`config.mk`:
```
export PLATFORM = sky130hd
export DESIGN_NAME = softmax_with_temperature
export DESIGN_NICKNAME = d
export VERILOG_FILES = /design/src/hw/rtl/smt_pkg.sv /design/src/hw/rtl/smt_ram.sv /design/src/hw/rtl/smt_div.sv /design/src/hw/rtl/smt_datapath.sv /design/src/hw/rtl/smt_ctrl.sv /design/src/hw/rtl/softmax_with_temperature.sv
export SDC_FILE = /design/constraint.sdc
export NUM_CORES = 2
export LEC_CHECK = 0
export BUFFER_PORTS_ARGS = -buffer_cell sky130_fd_sc_hd__clkbuf_2
export CELL_PAD_IN_SITES_DETAIL_PLACEMENT = 0
export CELL_PAD_IN_SITES_GLOBAL_PLACEMENT = 1
export CORE_ASPECT_RATIO = 1.4
export CORE_MARGIN = 5
export CORE_UTILIZATION = 40
export CTS_CLUSTER_DIAMETER = 80
export DETAILED_ROUTE_END_ITERATION = 10
export PLACE_DENSITY = 0.61
export REMOVE_ABC_BUFFERS = 1
export SYNTH_ARGS = -nofsm -noshare
export SYNTH_HDL_FRONTEND = slang
export SYNTH_SLANG_ARGS = --single-unit
```
`constraint.sdc`:
```
create_clock -name i_clk -period 9.2 [get_ports i_clk]
set_input_delay 1.38 -clock i_clk [delete_from_list [all_inputs] [get_ports i_clk]]
set_output_delay 1.38 -clock i_clk [all_outputs]
set_load 0.05 [all_outputs]
```
`src/hw/rtl/smt_pkg.sv`:
```
package smt_pkg;

    typedef struct packed {
        logic signed [15:0] logit;
        logic               is_last;
    } t_in_item;

    typedef struct packed {
        logic [15:0] probability;
        logic        is_last_res;
        logic        overflow;
    } t_out_item;

    typedef enum logic [3:0] {
        ST_LOAD,
        ST_EXP_RD,
        ST_EXP_GO,
        ST_EXP_DIV,
        ST_EXP_MUL,
        ST_EXP_ITER,
        ST_EXP_WR,
        ST_NRM_RD,
        ST_NRM_GO,
        ST_NRM_DIV,
        ST_NRM_OUT
    } t_state;

    // Commands from the controller to the datapath.
    typedef struct packed {
        logic load;        // store the accepted logit
        logic drop;        // the accepted logit found the store full
        logic clear;       // return vector state to reset values
        logic div_exp;     // start d<<16 / T
        logic div_nrm;     // start e<<16 / sum
        logic mul_log2e;   // scale quotient by log2(e)
        logic iter_init;   // start the fraction-bit iteration
        logic iter_step;   // one fraction bit
        logic wr_exp;      // write e_i and accumulate
        logic idx_clr;
        logic idx_inc;
        logic emit;
    } t_ctrl;

    typedef struct packed {
        logic div_done;
        logic iter_done;
        logic idx_last;
        logic full;
    } t_stat;

    localparam logic [16:0] Log2eQ16 = 17'd94548;

    function automatic logic [15:0] pow2_neg_frac(input logic [3:0] i);
        logic [15:0] c;
        begin
            case (i)
                4'd0:  c = 16'd46341;
                4'd1:  c = 16'd55109;
                4'd2:  c = 16'd60097;
                4'd3:  c = 16'd62757;
                4'd4:  c = 16'd64132;
                4'd5:  c = 16'd64830;
                4'd6:  c = 16'd65182;
                4'd7:  c = 16'd65359;
                4'd8:  c = 16'd65447;
                4'd9:  c = 16'd65492;
                4'd10: c = 16'd65514;
                4'd11: c = 16'd65525;
                4'd12: c = 16'd65530;
                4'd13: c = 16'd65533;
                default: c = 16'd65535;
            endcase
            return c;
        end
    endfunction

endpackage

```
`src/hw/rtl/smt_ram.sv`:
```
module smt_ram #(
    parameter int WIDTH = 16,
    parameter int DEPTH = 64
) (
    input  logic                     i_clk,
    input  logic                     i_we,
    input  logic [$clog2(DEPTH)-1:0] i_waddr,
    input  logic [WIDTH-1:0]         i_wdata,
    input  logic [$clog2(DEPTH)-1:0] i_raddr,
    output logic [WIDTH-1:0]         o_rdata
);
    logic [WIDTH-1:0] r_mem [DEPTH];
    logic [WIDTH-1:0] r_rdata;

    always_ff @(posedge i_clk) begin
        if (i_we) begin
            r_mem[i_waddr] <= i_wdata;
        end
        r_rdata <= r_mem[i_raddr];
    end

    assign o_rdata = r_rdata;
endmodule

```
`src/hw/rtl/smt_div.sv`:
```
module smt_div #(
    parameter int DW = 23
) (
    input  logic          i_clk,
    input  logic          i_rst_n,
    input  logic          i_start,
    input  logic [32:0]   i_dividend,
    input  logic [DW-1:0] i_divisor,
    output logic          o_done,
    output logic [32:0]   o_quot
);
    // Restoring divider, one quotient bit per cycle over a 33-bit dividend.
    logic [32:0]   r_quot, n_quot;
    logic [DW-1:0] r_rem, n_rem;
    logic [DW-1:0] r_dvs, n_dvs;
    logic [5:0]    r_cnt, n_cnt;
    logic          r_busy, n_busy;
    logic [DW:0]   trial;

    always_comb begin
        n_quot = r_quot;
        n_rem  = r_rem;
        n_dvs  = r_dvs;
        n_cnt  = r_cnt;
        n_busy = r_busy;
        trial  = {r_rem, r_quot[32]};
        if (i_start) begin
            n_quot = i_dividend;
            n_rem  = '0;
            n_dvs  = i_divisor;
            n_cnt  = 6'd33;
            n_busy = 1'b1;
        end else if (r_busy) begin
            if (trial >= {1'b0, r_dvs}) begin
                n_rem  = DW'(trial - {1'b0, r_dvs});
                n_quot = {r_quot[31:0], 1'b1};
            end else begin
                n_rem  = trial[DW-1:0];
                n_quot = {r_quot[31:0], 1'b0};
            end
            n_cnt = r_cnt - 6'd1;
            if (r_cnt == 6'd1) begin
                n_busy = 1'b0;
            end
        end
    end

    always_ff @(posedge i_clk) begin
        if (!i_rst_n) begin
            r_busy <= 1'b0;
            r_cnt  <= '0;
        end else begin
            r_busy <= n_busy;
            r_cnt  <= n_cnt;
        end
        r_quot <= n_quot;
        r_rem  <= n_rem;
        r_dvs  <= n_dvs;
    end

    assign o_done = r_busy && (r_cnt == 6'd1);
    assign o_quot = n_quot;
endmodule

```
`src/hw/rtl/smt_datapath.sv`:
```
module smt_datapath #(
    parameter int MAX_ELEMENTS = 64
) (
    input  logic              i_clk,
    input  logic              i_rst_n,
    input  smt_pkg::t_ctrl    i_ctrl,
    input  smt_pkg::t_in_item i_item,
    input  logic [15:0]       i_temperature,
    output smt_pkg::t_stat    o_stat,
    output smt_pkg::t_out_item o_item
);
    localparam int AW = $clog2(MAX_ELEMENTS);
    localparam int CW = $clog2(MAX_ELEMENTS + 1);
    // Holds the sum of up to MAX_ELEMENTS exponentials of at most 1.0 each.
    localparam int SW = AW + 17;

    logic [CW-1:0]        r_count;
    logic signed [15:0]   r_max;
    logic [SW-1:0]        r_sum;
    logic                 r_dropped;
    logic [CW-1:0]        r_idx;
    logic [31:0]          r_z;
    logic [15:0]          r_frac;
    logic [16:0]          r_k;
    logic [16:0]          r_acc;
    logic [3:0]           r_bit;
    logic [32:0]          div_quot;
    logic                 div_done;
    logic [15:0]          logit_rd;
    logic [16:0]          exp_rd;
    logic [16:0]          exp_val;
    logic [15:0]          diff;
    logic [48:0]          y_full;
    logic [15:0]          pow2_c;
    logic [32:0]          prod;
    logic [32:0]          div_a;
    logic [SW-1:0]        div_b;
    logic [AW-1:0]        raddr;
    logic [15:0]          prob;

    assign raddr = r_idx[AW-1:0];

    smt_ram #(.WIDTH(16), .DEPTH(MAX_ELEMENTS)) u_logit_ram (
        .i_clk  (i_clk),
        .i_we   (i_ctrl.load),
        .i_waddr(r_count[AW-1:0]),
        .i_wdata(i_item.logit),
        .i_raddr(raddr),
        .o_rdata(logit_rd)
    );

    smt_ram #(.WIDTH(17), .DEPTH(MAX_ELEMENTS)) u_exp_ram (
        .i_clk  (i_clk),
        .i_we   (i_ctrl.wr_exp),
        .i_waddr(raddr),
        .i_wdata(exp_val),
        .i_raddr(raddr),
        .o_rdata(exp_rd)
    );

    assign diff  = 16'(r_max - $signed(logit_rd));
    // The maximum element has e = 1.0, so its normalize numerator needs 33 bits.
    assign div_a = i_ctrl.div_nrm ? {exp_rd, 16'd0} : {1'b0, diff, 16'd0};
    assign div_b = i_ctrl.div_nrm ? r_sum : SW'(i_temperature);

    smt_div #(.DW(SW)) u_div (
        .i_clk     (i_clk),
        .i_rst_n   (i_rst_n),
        .i_start   (i_ctrl.div_exp | i_ctrl.div_nrm),
        .i_dividend(div_a),
        .i_divisor (div_b),
        .o_done    (div_done),
        .o_quot    (div_quot)
    );

    assign y_full  = r_z * smt_pkg::Log2eQ16;
    assign pow2_c  = smt_pkg::pow2_neg_frac(r_bit);
    assign prod    = r_acc * pow2_c;
    assign exp_val = (r_k > 17'd16) ? 17'd0 : (r_acc >> r_k[4:0]);

    always_ff @(posedge i_clk) begin
        if (!i_rst_n) begin
            r_count   <= '0;
            r_max     <= 16'sh8000;
            r_sum     <= '0;
            r_dropped <= 1'b0;
            r_idx     <= '0;
        end else begin
            if (i_ctrl.clear) begin
                r_count   <= '0;
                r_max     <= 16'sh8000;
                r_sum     <= '0;
                r_dropped <= 1'b0;
            end else if (i_ctrl.load) begin
                r_count <= r_count + CW'(1);
                if (i_item.logit > r_max) begin
                    r_max <= i_item.logit;
                end
            end else if (i_ctrl.drop) begin
                r_dropped <= 1'b1;
            end else if (i_ctrl.wr_exp) begin
                r_sum <= r_sum + SW'(exp_val);
            end
            if (i_ctrl.idx_clr) begin
                r_idx <= '0;
            end else if (i_ctrl.idx_inc) begin
                r_idx <= r_idx + CW'(1);
            end
        end
    end

    always_ff @(posedge i_clk) begin
        if (div_done) begin
            r_z <= div_quot[31:0];
        end
        if (i_ctrl.mul_log2e) begin
            r_k    <= y_full[48:32];
            r_frac <= y_full[31:16];
        end
        if (i_ctrl.iter_init) begin
            r_acc <= 17'h10000;
            r_bit <= '0;
        end else if (i_ctrl.iter_step) begin
            if (r_frac[4'd15 - r_bit]) begin
                r_acc <= 17'((prod + 33'd32768) >> 16);
            end
            r_bit <= r_bit + 4'd1;
        end
    end

    assign prob = (div_quot > 33'd65535) ? 16'hFFFF : div_quot[15:0];

    always_ff @(posedge i_clk) begin
        if (i_ctrl.emit) begin
            o_item.probability <= prob;
            o_item.is_last_res <= o_stat.idx_last;
            o_item.overflow    <= r_dropped;
        end
    end

    assign o_stat.div_done  = div_done;
    assign o_stat.iter_done = (r_bit == 4'd15);
    assign o_stat.idx_last  = (r_idx + CW'(1) == r_count);
    assign o_stat.full      = (r_count == CW'(MAX_ELEMENTS));
endmodule

```
`src/hw/rtl/smt_ctrl.sv`:
```
module smt_ctrl (
    input  logic              i_clk,
    input  logic              i_rst_n,
    input  logic              i_start,
    input  logic              i_is_last,
    input  smt_pkg::t_stat    i_stat,
    output smt_pkg::t_ctrl    o_ctrl,
    output logic              o_busy,
    output logic              o_strobe
);
    smt_pkg::t_state r_state, n_state;
    logic            r_strobe;
    logic            accept;

    assign accept = i_start && (r_state == smt_pkg::ST_LOAD);

    always_ff @(posedge i_clk) begin
        if (!i_rst_n) begin
            r_state  <= smt_pkg::ST_LOAD;
            r_strobe <= 1'b0;
        end else begin
            r_state  <= n_state;
            r_strobe <= o_ctrl.emit;
        end
    end

    always_comb begin
        n_state = r_state;
        o_ctrl  = '0;
        case (r_state)
            smt_pkg::ST_LOAD: begin
                if (accept) begin
                    o_ctrl.load = !i_stat.full;
                    o_ctrl.drop = i_stat.full;
                    // A closing item always leaves at least one element stored.
                    if (i_is_last) begin
                        o_ctrl.idx_clr = 1'b1;
                        n_state = smt_pkg::ST_EXP_RD;
                    end
                end
            end
            smt_pkg::ST_EXP_RD: begin
                n_state = smt_pkg::ST_EXP_GO;
            end
            smt_pkg::ST_EXP_GO: begin
                o_ctrl.div_exp = 1'b1;
                n_state = smt_pkg::ST_EXP_DIV;
            end
            smt_pkg::ST_EXP_DIV: begin
                if (i_stat.div_done) begin
                    n_state = smt_pkg::ST_EXP_MUL;
                end
            end
            smt_pkg::ST_EXP_MUL: begin
                o_ctrl.mul_log2e = 1'b1;
                o_ctrl.iter_init = 1'b1;
                n_state = smt_pkg::ST_EXP_ITER;
            end
            smt_pkg::ST_EXP_ITER: begin
                o_ctrl.iter_step = 1'b1;
                if (i_stat.iter_done) begin
                    n_state = smt_pkg::ST_EXP_WR;
                end
            end
            smt_pkg::ST_EXP_WR: begin
                o_ctrl.wr_exp = 1'b1;
                if (i_stat.idx_last) begin
                    o_ctrl.idx_clr = 1'b1;
                    n_state = smt_pkg::ST_NRM_RD;
                end else begin
                    o_ctrl.idx_inc = 1'b1;
                    n_state = smt_pkg::ST_EXP_RD;
                end
            end
            smt_pkg::ST_NRM_RD: begin
                n_state = smt_pkg::ST_NRM_GO;
            end
            smt_pkg::ST_NRM_GO: begin
                o_ctrl.div_nrm = 1'b1;
                n_state = smt_pkg::ST_NRM_DIV;
            end
            smt_pkg::ST_NRM_DIV: begin
                if (i_stat.div_done) begin
                    o_ctrl.emit = 1'b1;
                    n_state = smt_pkg::ST_NRM_OUT;
                end
            end
            smt_pkg::ST_NRM_OUT: begin
                if (i_stat.idx_last) begin
                    o_ctrl.clear = 1'b1;
                    n_state = smt_pkg::ST_LOAD;
                end else begin
                    o_ctrl.idx_inc = 1'b1;
                    n_state = smt_pkg::ST_NRM_RD;
                end
            end
            default: n_state = smt_pkg::ST_LOAD;
        endcase
    end

    assign o_busy   = (r_state != smt_pkg::ST_LOAD);
    assign o_strobe = r_strobe;
endmodule

```
`src/hw/rtl/softmax_with_temperature.sv`:
```
// Softmax with temperature. Logits are loaded one per cycle while busy is
// low; the item marked last closes the vector and busy rises. Each element
// then gets its exponential (read, start, a divide by the temperature,
// scaling, 16 fraction-bit steps and write) and its normalization
// (read, start, a divide by the sum and output), all on one shared serial
// divider. Results come out one at a time, each on the strobe for one cycle,
// and cannot be stalled; busy falls the cycle after the last one.
// Temperature writes are taken any time and a write of zero is stored as one.
module softmax_with_temperature #(
    parameter int MAX_ELEMENTS = 64
) (
    input  logic               i_clk,
    input  logic               i_rst_n,
    input  logic               start,
    output logic               busy,
    input  smt_pkg::t_in_item  i_item,
    output logic               o_strobe,
    output smt_pkg::t_out_item o_item,
    input  logic               i_cfg_valid,
    output logic               o_cfg_ready,
    input  logic [15:0]        i_cfg_data
);
    smt_pkg::t_ctrl ctrl;
    smt_pkg::t_stat stat;
    logic [15:0]    r_temperature;

    always_ff @(posedge i_clk) begin
        if (!i_rst_n) begin
            r_temperature <= 16'd256;
        end else if (i_cfg_valid) begin
            r_temperature <= (i_cfg_data == 16'd0) ? 16'd1 : i_cfg_data;
        end
    end
    assign o_cfg_ready = 1'b1;

    smt_ctrl u_ctrl (
        .i_clk    (i_clk),
        .i_rst_n  (i_rst_n),
        .i_start  (start),
        .i_is_last(i_item.is_last),
        .i_stat   (stat),
        .o_ctrl   (ctrl),
        .o_busy   (busy),
        .o_strobe (o_strobe)
    );

    smt_datapath #(.MAX_ELEMENTS(MAX_ELEMENTS)) u_dp (
        .i_clk        (i_clk),
        .i_rst_n      (i_rst_n),
        .i_ctrl       (ctrl),
        .i_item       (i_item),
        .i_temperature(r_temperature),
        .o_stat       (stat),
        .o_item       (o_item)
    );
endmodule

```
==> Yosys cells after proc, flatten, opt, wreduce, memory -nomap -nowiden <==
Memories as Yosys holds them, arrays and structs flattened. A register that Yosys moved wholly into a read port is not among the register bits.
Cells that the tools add are included.
{ "op_classes": {"add_sub_neg": 9, "multipliers": 2, "n_lt_le_gt_ge": 5, "n_eq_ne": 19, "n_shift": 1, "muxes": 45, "bitwise_logic": 4, "n_reduce_logical": 16} }
{ "ops": {"columns": ["op", "n"], "rows": [
  ["33-bit two-way mux", 3],
  ["32-bit by 15-bit multiplier with 47-bit output (second input constant)", 1],
  ["4-bit one-hot mux with 11 select lines", 1],
  ["33-bit by 16-bit adder with 33-bit output (second input constant)", 1],
  ["33-bit by 16-bit greater-than comparator with 1-bit output (second input constant)", 1],
  ["17-bit by 16-bit multiplier with 33-bit output", 1],
  ["16-bit two-way mux", 2],
  ["4-bit two-way mux", 7],
  ["24-bit by 23-bit greater-or-equal comparator with 1-bit output", 1],
  ["23-bit by 17-bit adder with 23-bit output", 1],
  ["23-bit two-way mux", 1],
  ["23-bit subtractor", 1],
  ["1-bit two-way mux", 21],
  ["17-bit by 5-bit greater-than comparator with 1-bit output (second input constant)", 1],
  ["17-bit two-way mux", 1],
  ["17-bit by 5-bit >> shifter with 17-bit output", 1],
  ["4-bit by 3-bit equality test with 1-bit output (second input constant)", 4],
  ["4-bit equality test (second input constant)", 4],
  ["16-bit greater-than comparator", 1],
  ["16-bit zero test", 1],
  ["16-bit subtractor", 1],
  ["7-bit by 1-bit adder with 7-bit output (second input constant)", 2],
  ["6-bit two-way mux", 2],
  ["4-bit by 2-bit equality test with 1-bit output (second input constant)", 2],
  ["25 further kinds", 39]
]} }
{ "totals": {"regBits": 265, "mem_bits_rw": 2112, "romBits": 240, "output_inout_bits": 21, "word_cells": 127, "mem_count": 3} }
{ "memory_table": {"columns": ["memory", "depth", "word_bits", "rd", "rd_ports_with_merged_regs", "write_ports", "line_no", "text"], "rows": [
  ["u_dp.u_exp_ram.r_mem", 64, 17, 1, 1, 1, "smt_ram.sv:12", "logic [WIDTH-1:0] r_mem [DEPTH];"],
  ["u_dp.u_logit_ram.r_mem", 64, 16, 1, 1, 1, "smt_ram.sv:12", null],
  ["(no name shown)", 16, 15, 1, 1, 0, "smt_pkg.sv:56", "case (i)"]
]} }

==> Depth between registers and ports, before layout <==
{ "depth": {"word_depth": 6, "ltp_mapped": 25, "depth_no_buf": 23} }

==> Hierarchy <==
A second synthesis with hierarchy kept.
{ "hier_totals": {"cells_unflattened": 7162, "area_unflattened_um2": 114280.9} }
{ "by_module_without_submodules": {"columns": ["module", "instances", "cells_per_inst", "area_each_um2"], "rows": [
  ["smt_ram at u_dp.u_exp_ram", 1, 1953, 42344.4],
  ["smt_ram at u_dp.u_logit_ram", 1, 1829, 40042.2],
  ["smt_datapath", 1, 2733, 26025.0],
  ["smt_div", 1, 521, 4725.8],
  ["softmax_with_temperature", 1, 59, 679.4],
  ["smt_ctrl", 1, 67, 464.2]
]} }

==> Least setup slack after synthesis <==
OpenSTA, ideal clock, no wires.
{ "synth_timing": {"path_kind": "reg-to-reg", "from": "reg u_dp.r_k[1]", "to": "reg u_dp.r_sum[16]", "setup_ps": 70, "arrival_ps": 6452, "required_ps": 9130, "slack_ps": 2677, "stages_incl_launch_ff": 18, "path_buffers": 1, "synth_period_minus_slack_ps": 6523, "path_cell_list": "edfxtp_1 buf_1 mux2_2 nor2_1 a21oi_1 mux2i_1 a211oi_1 ha_1 nor2b_1 o21a_1 o21ai_0 o211a_1 a211oi_1 o31a_1 o41ai_1 xnor2_1 nand2_1 a21oi_1"} }
{ "synth_between": {"elab_chain_cells": 3, "elab_cells_between_ends": 4, "classes_between": "add/sub (1); order compare (1); shift (1); mux (1)"} }
{ "synth_lines": {"columns": ["element", "line_no", "text"], "rows": [
  ["start, declared", "smt_datapath.sv:24", "logic [16:0] r_k;"],
  ["start signal, assigned", "smt_datapath.sv:117", "r_k <= y_full[48:32];"],
  ["17-bit by 5-bit greater-than comparator with 1-bit output or 17-bit by 5-bit >> shifter with 17-bit output (tied branches)", "smt_datapath.sv:79", "assign exp_val = (r_k > 17'd16) ? 17'd0 : (r_acc >> r_k[4:0]);"],
  ["17-bit two-way mux (*)", "smt_datapath.sv:79", null],
  ["via u_dp.exp_val[2]", "smt_datapath.sv:31", "logic [16:0] exp_val;"],
  ["23-bit by 17-bit adder with 23-bit output (*)", "smt_datapath.sv:102", "r_sum <= r_sum + SW'(exp_val);"],
  ["end signal, assigned", "smt_datapath.sv:102", null],
  ["end, declared", "smt_datapath.sv:19", "logic [SW-1:0] r_sum;"]
]} }
Mark *: on every way through the listed nets, which the timed path passes. The rest lies on a longest branch.
A chain may end at the register's enable or synchronous reset.

==> Final worst setup path <==
{ "layout_timing": {"from": "reg u_dp.r_acc[7]", "to": "reg u_dp.r_acc[16]"} }
{ "layout_between": {"elab_chain_cells": 2} }
{ "layout_lines": {"columns": ["element", "line_no", "text"], "rows": [
  ["start, declared", "smt_datapath.sv:25", "logic [16:0] r_acc;"],
  ["start signal, assigned", "smt_datapath.sv:125", "r_acc <= 17'((prod + 33'd32768) >> 16);"],
  ["17-bit by 16-bit multiplier with 33-bit output", "smt_datapath.sv:78", "assign prod = r_acc * pow2_c;"],
  ["33-bit by 16-bit adder with 33-bit output", "smt_datapath.sv:125", null]
]} }
No other way between the ends.

==> results.cfg <==
[timing]
period_minus_slack_ns = 7.231
max_freq_ghz = 0.1383
slew_violations = 0
finalHoldWorstSlack_ns = 0.4767
hold_viol = 0
fin_setup_tns_ns = 0
tightest_slew_ns = 1.335
fin_crit_sh = 0.7860
slew_headroom = 0.1016
fin_skew_ns = 0.08471
finalSetupViolCount = 0
rsz0062_at_grt = no

[yosys]
synth_top_area_frac = 0.6185
synthCells = 7319
seq_area_frac_synth = 0.6570
synth_warnings = 0
synth.largest_area_cell = edfxtp_1
netlist_area_sq_um = 107700
synth_ff_type = edfxtp_1
async_flop_share = 0
syn_area_per_cell_sq_um = 14.71
yosys-top-cells-area = edfxtp_1 (62%), fa_1 (7.0%), ha_1 (4.8%), a22oi_1 (4.6%), dfxtp_1 (3.8%)
synth_commonest_cells = edfxtp_1 (2218), a22oi_1 (653), inv_1 (546)
ys_types = 74
synth-edff-count = 2218
yosysMostFrequentCell = edfxtp_1
synth-seq-cells = 2425

[worst_setup_path]
setup.worst_path.end_class = flip-flop
critPathSlowestCell = dfxtp_1
r2r_setup_slack_ns = 1.97
cp_max_fo = 18
slowest_delay_ns = 0.90
start_kind = flip-flop
cp_common_cell = fa_1
crit_chain = nand2_1 -> fa_1 -> inv_1 -> fa_1 -> inv_1 -> fa_1 -> inv_1 -> fa_1 -> fa_1 -> inv_1 -> fa_1 -> inv_1 -> ha_1 -> a21oi_1 -> o21a_1 -> a2bb2oi_1 -> a21oi_1 -> o21ai_0 -> nand2_1 -> or4_1 -> a31oi_1 -> xnor2_1 -> o21ai_0
rr_startpoint = u_dp.r_acc[7]
r2r-end = u_dp.r_acc[16]
critPathKind = reg -> reg
reg2reg_depth = 23
cp.arrival_ns = 7.95
worst-endpoint-required_ns = 9.92

[global_route]
overflow = 0
grt_use_met1 = 0.2776
grt_max_degree = 100
grt_usage = 0.2233
grt_pass1_vias = 65260
grt_pass1_wl_microns = 462500
grtUsageMet2 = 0.3997
top_usage_layer = met2
met3_usage = 0.02743
antenna_found_initial = 12

[floorplan]
die_w_microns = 448.5
core_sq_um = 268300
io_pins = 58
die_h_microns = 623.9
row_count = 225
dieArea_sq_um = 279800
initial_core_util = 0.4014

[final_layout]
nFillCells = 23680
fin_nets = 8288
layoutNonFillerInstCount = 11190
postLayoutCoreUtil = 0.4509
syn2layout_area_growth_pct = 12.34
drive_above_1_share = 0.1025

[clock_tree]
clock_path_buffers = 4
root_buffer = clkbuf_16
tritoncts = yes
cts_buffers = 235
clkSlewWorstSetupHoldPaths_ns = 0.06
post_cts_buffers = 0
cts_resized = 0
cts_sinks = 2425
htreeDepth = 4
hold_buffers = 0
worstSkewPairLatency_ns = 0.91

[route]
routed_wire_length_per_instance_microns = 28.66
wl_microns = 320500
drt_iter0_markers = 5326
drt-pass1-iter-count = 7
antenna_left = 0
vias_per_cell = 5.737
drc_errors = 0
vias = 64170

[placed_design]
port_buffers = 56
dp.cells = 10750
dp_hpwl_microns = 199200
place.gp.congestion = 0.8226

[hold_path]
worstHoldEndpoint = r_temperature[8]
whs_path_depth = 2
hp-class = reg -> reg
min_from = r_temperature[8]

[power_and_ir_drop]
power_mw = 24.80
power.density_nw_per_um2 = 205.0
ir_worst_vdd_v = 0.0001772
leakage_nw = 42.59

[job]
maxCapViolCount = 0

[status]
run_status = finished, final reports clean
==> kinds of logic after synthesis <==
family | after synthesis | share of synthesized area
flip-flops | 2425 | 0.6570
other | 1 | 0.00003482
AND/OR/NAND/NOR | 1143 | 0.05158
adder cells (fa/ha/maj) | 785 | 0.1173
buffers and inverters | 944 | 0.03304
multiplexers | 118 | 0.01185
XOR/XNOR | 120 | 0.009760
AO/OA/AOI/OAI | 1783 | 0.1195
==> metal layers <==
metal	part of all wire	vias up	wire, microns
li1	-	28320	-
met1	0.39	33380	126100
met2	0.51	2003	164600
met3	0.052	459	16710
met4	0.041	6	13080
met5	0.00013	-	43
==> sequential cells by signal, indices dropped and copies added, names as in the netlist, 16 cells and up <==
signal	count
u_dp.o_item	18
u_dp.u_logit_ram.r_mem	1024
u_dp.u_exp_ram.r_mem	1088
u_dp.u_logit_ram.o_rdata	16
u_dp.u_div.r_rem	23
u_dp.r_sum	23
u_dp.u_exp_ram.o_rdata	17
u_dp.u_div.r_dvs	23
u_dp.r_k	17
u_dp.r_max	16
u_dp.u_div.r_quot	33
r_temperature	16
u_dp.r_frac	16
u_dp.r_z	32
u_dp.r_acc	17
==> stage by stage <==
step	area (sq um)	setup slack, ns
final	121000	1.969
after global routing	121000	1.700
after CTS	121000	1.855
after detailed placement	113300	1.862
after global placement	113300	1.768
after floorplan	106200	-9.860
==> how the worst max path moves through the flow <==
stage,start,to,slack [ns],depth (start not counted)
after floorplan,u_dp.r_idx[0],u_dp.u_exp_ram.r_mem[17][0],-9.86,3
after global placement,u_dp.r_acc[7],u_dp.r_acc[16],1.77,23
after global routing,u_dp.r_acc[6],u_dp.r_acc[16],1.70,23
after CTS,u_dp.r_acc[7],u_dp.r_acc[16],1.86,23
final,u_dp.r_acc[7],u_dp.r_acc[16],1.97,23
after detailed placement,u_dp.r_acc[7],u_dp.r_acc[16],1.86,23
==> cell type report <==
cell class | count | area [sq um] | area share
Clock inverter | 140 | 1396 | 0.01154
Inverter | 548 | 2057 | 0.01700
Sequential cell | 2425 | 70750 | 0.5848
Tap cell | 3518 | 4402 | 0.03638
Clock buffer | 288 | 6226 | 0.05146
Multi-Input combinational cell | 3950 | 33820 | 0.2796
Timing Repair Buffer | 306 | 2295 | 0.01897
Antenna cell | 10 | 25.02 | 0.0002068
==> critical path, delay by kind of cell, from the launching register on <==
kind | cells | cell delay (ns)
fa+ha+maj | 7 | 3.37
compound gates | 7 | 1.67
flops | 1 | 0.90
simple gates | 3 | 0.74
buf+inv | 5 | 0.26
xor+xnor | 1 | 0.13
==> placed cells by master (no fill, tap or decap), drive strengths merged, types with 24 or more instances in the layout <==
cell type	instances
edfxtp	2218
a22oi	653
inv	551
ha	411
fa	374
clkbuf	344
nand2	320
nor2	313
buf	250
a21oi	213
a221oi	210
a31oi	208
dfxtp	207
a22o	205
and2	136
o21ai	124
mux2i	105
clkinv	103
xnor2	78
nand4	75
nand3	70
nor4	44
xor2	42
a21o	40
nor2b	38
nor3	36
a211oi	32
bufinv	26
nand2b	24
==> power breakdown <==
part           total [mW]  switching [mW]  internal (mW)
Sequential           12.4           0.172           12.2
Clock                9.69            4.17           5.52
Combinational        2.75            1.65           1.11
Note: power is estimated with default switching activity, not from simulation.
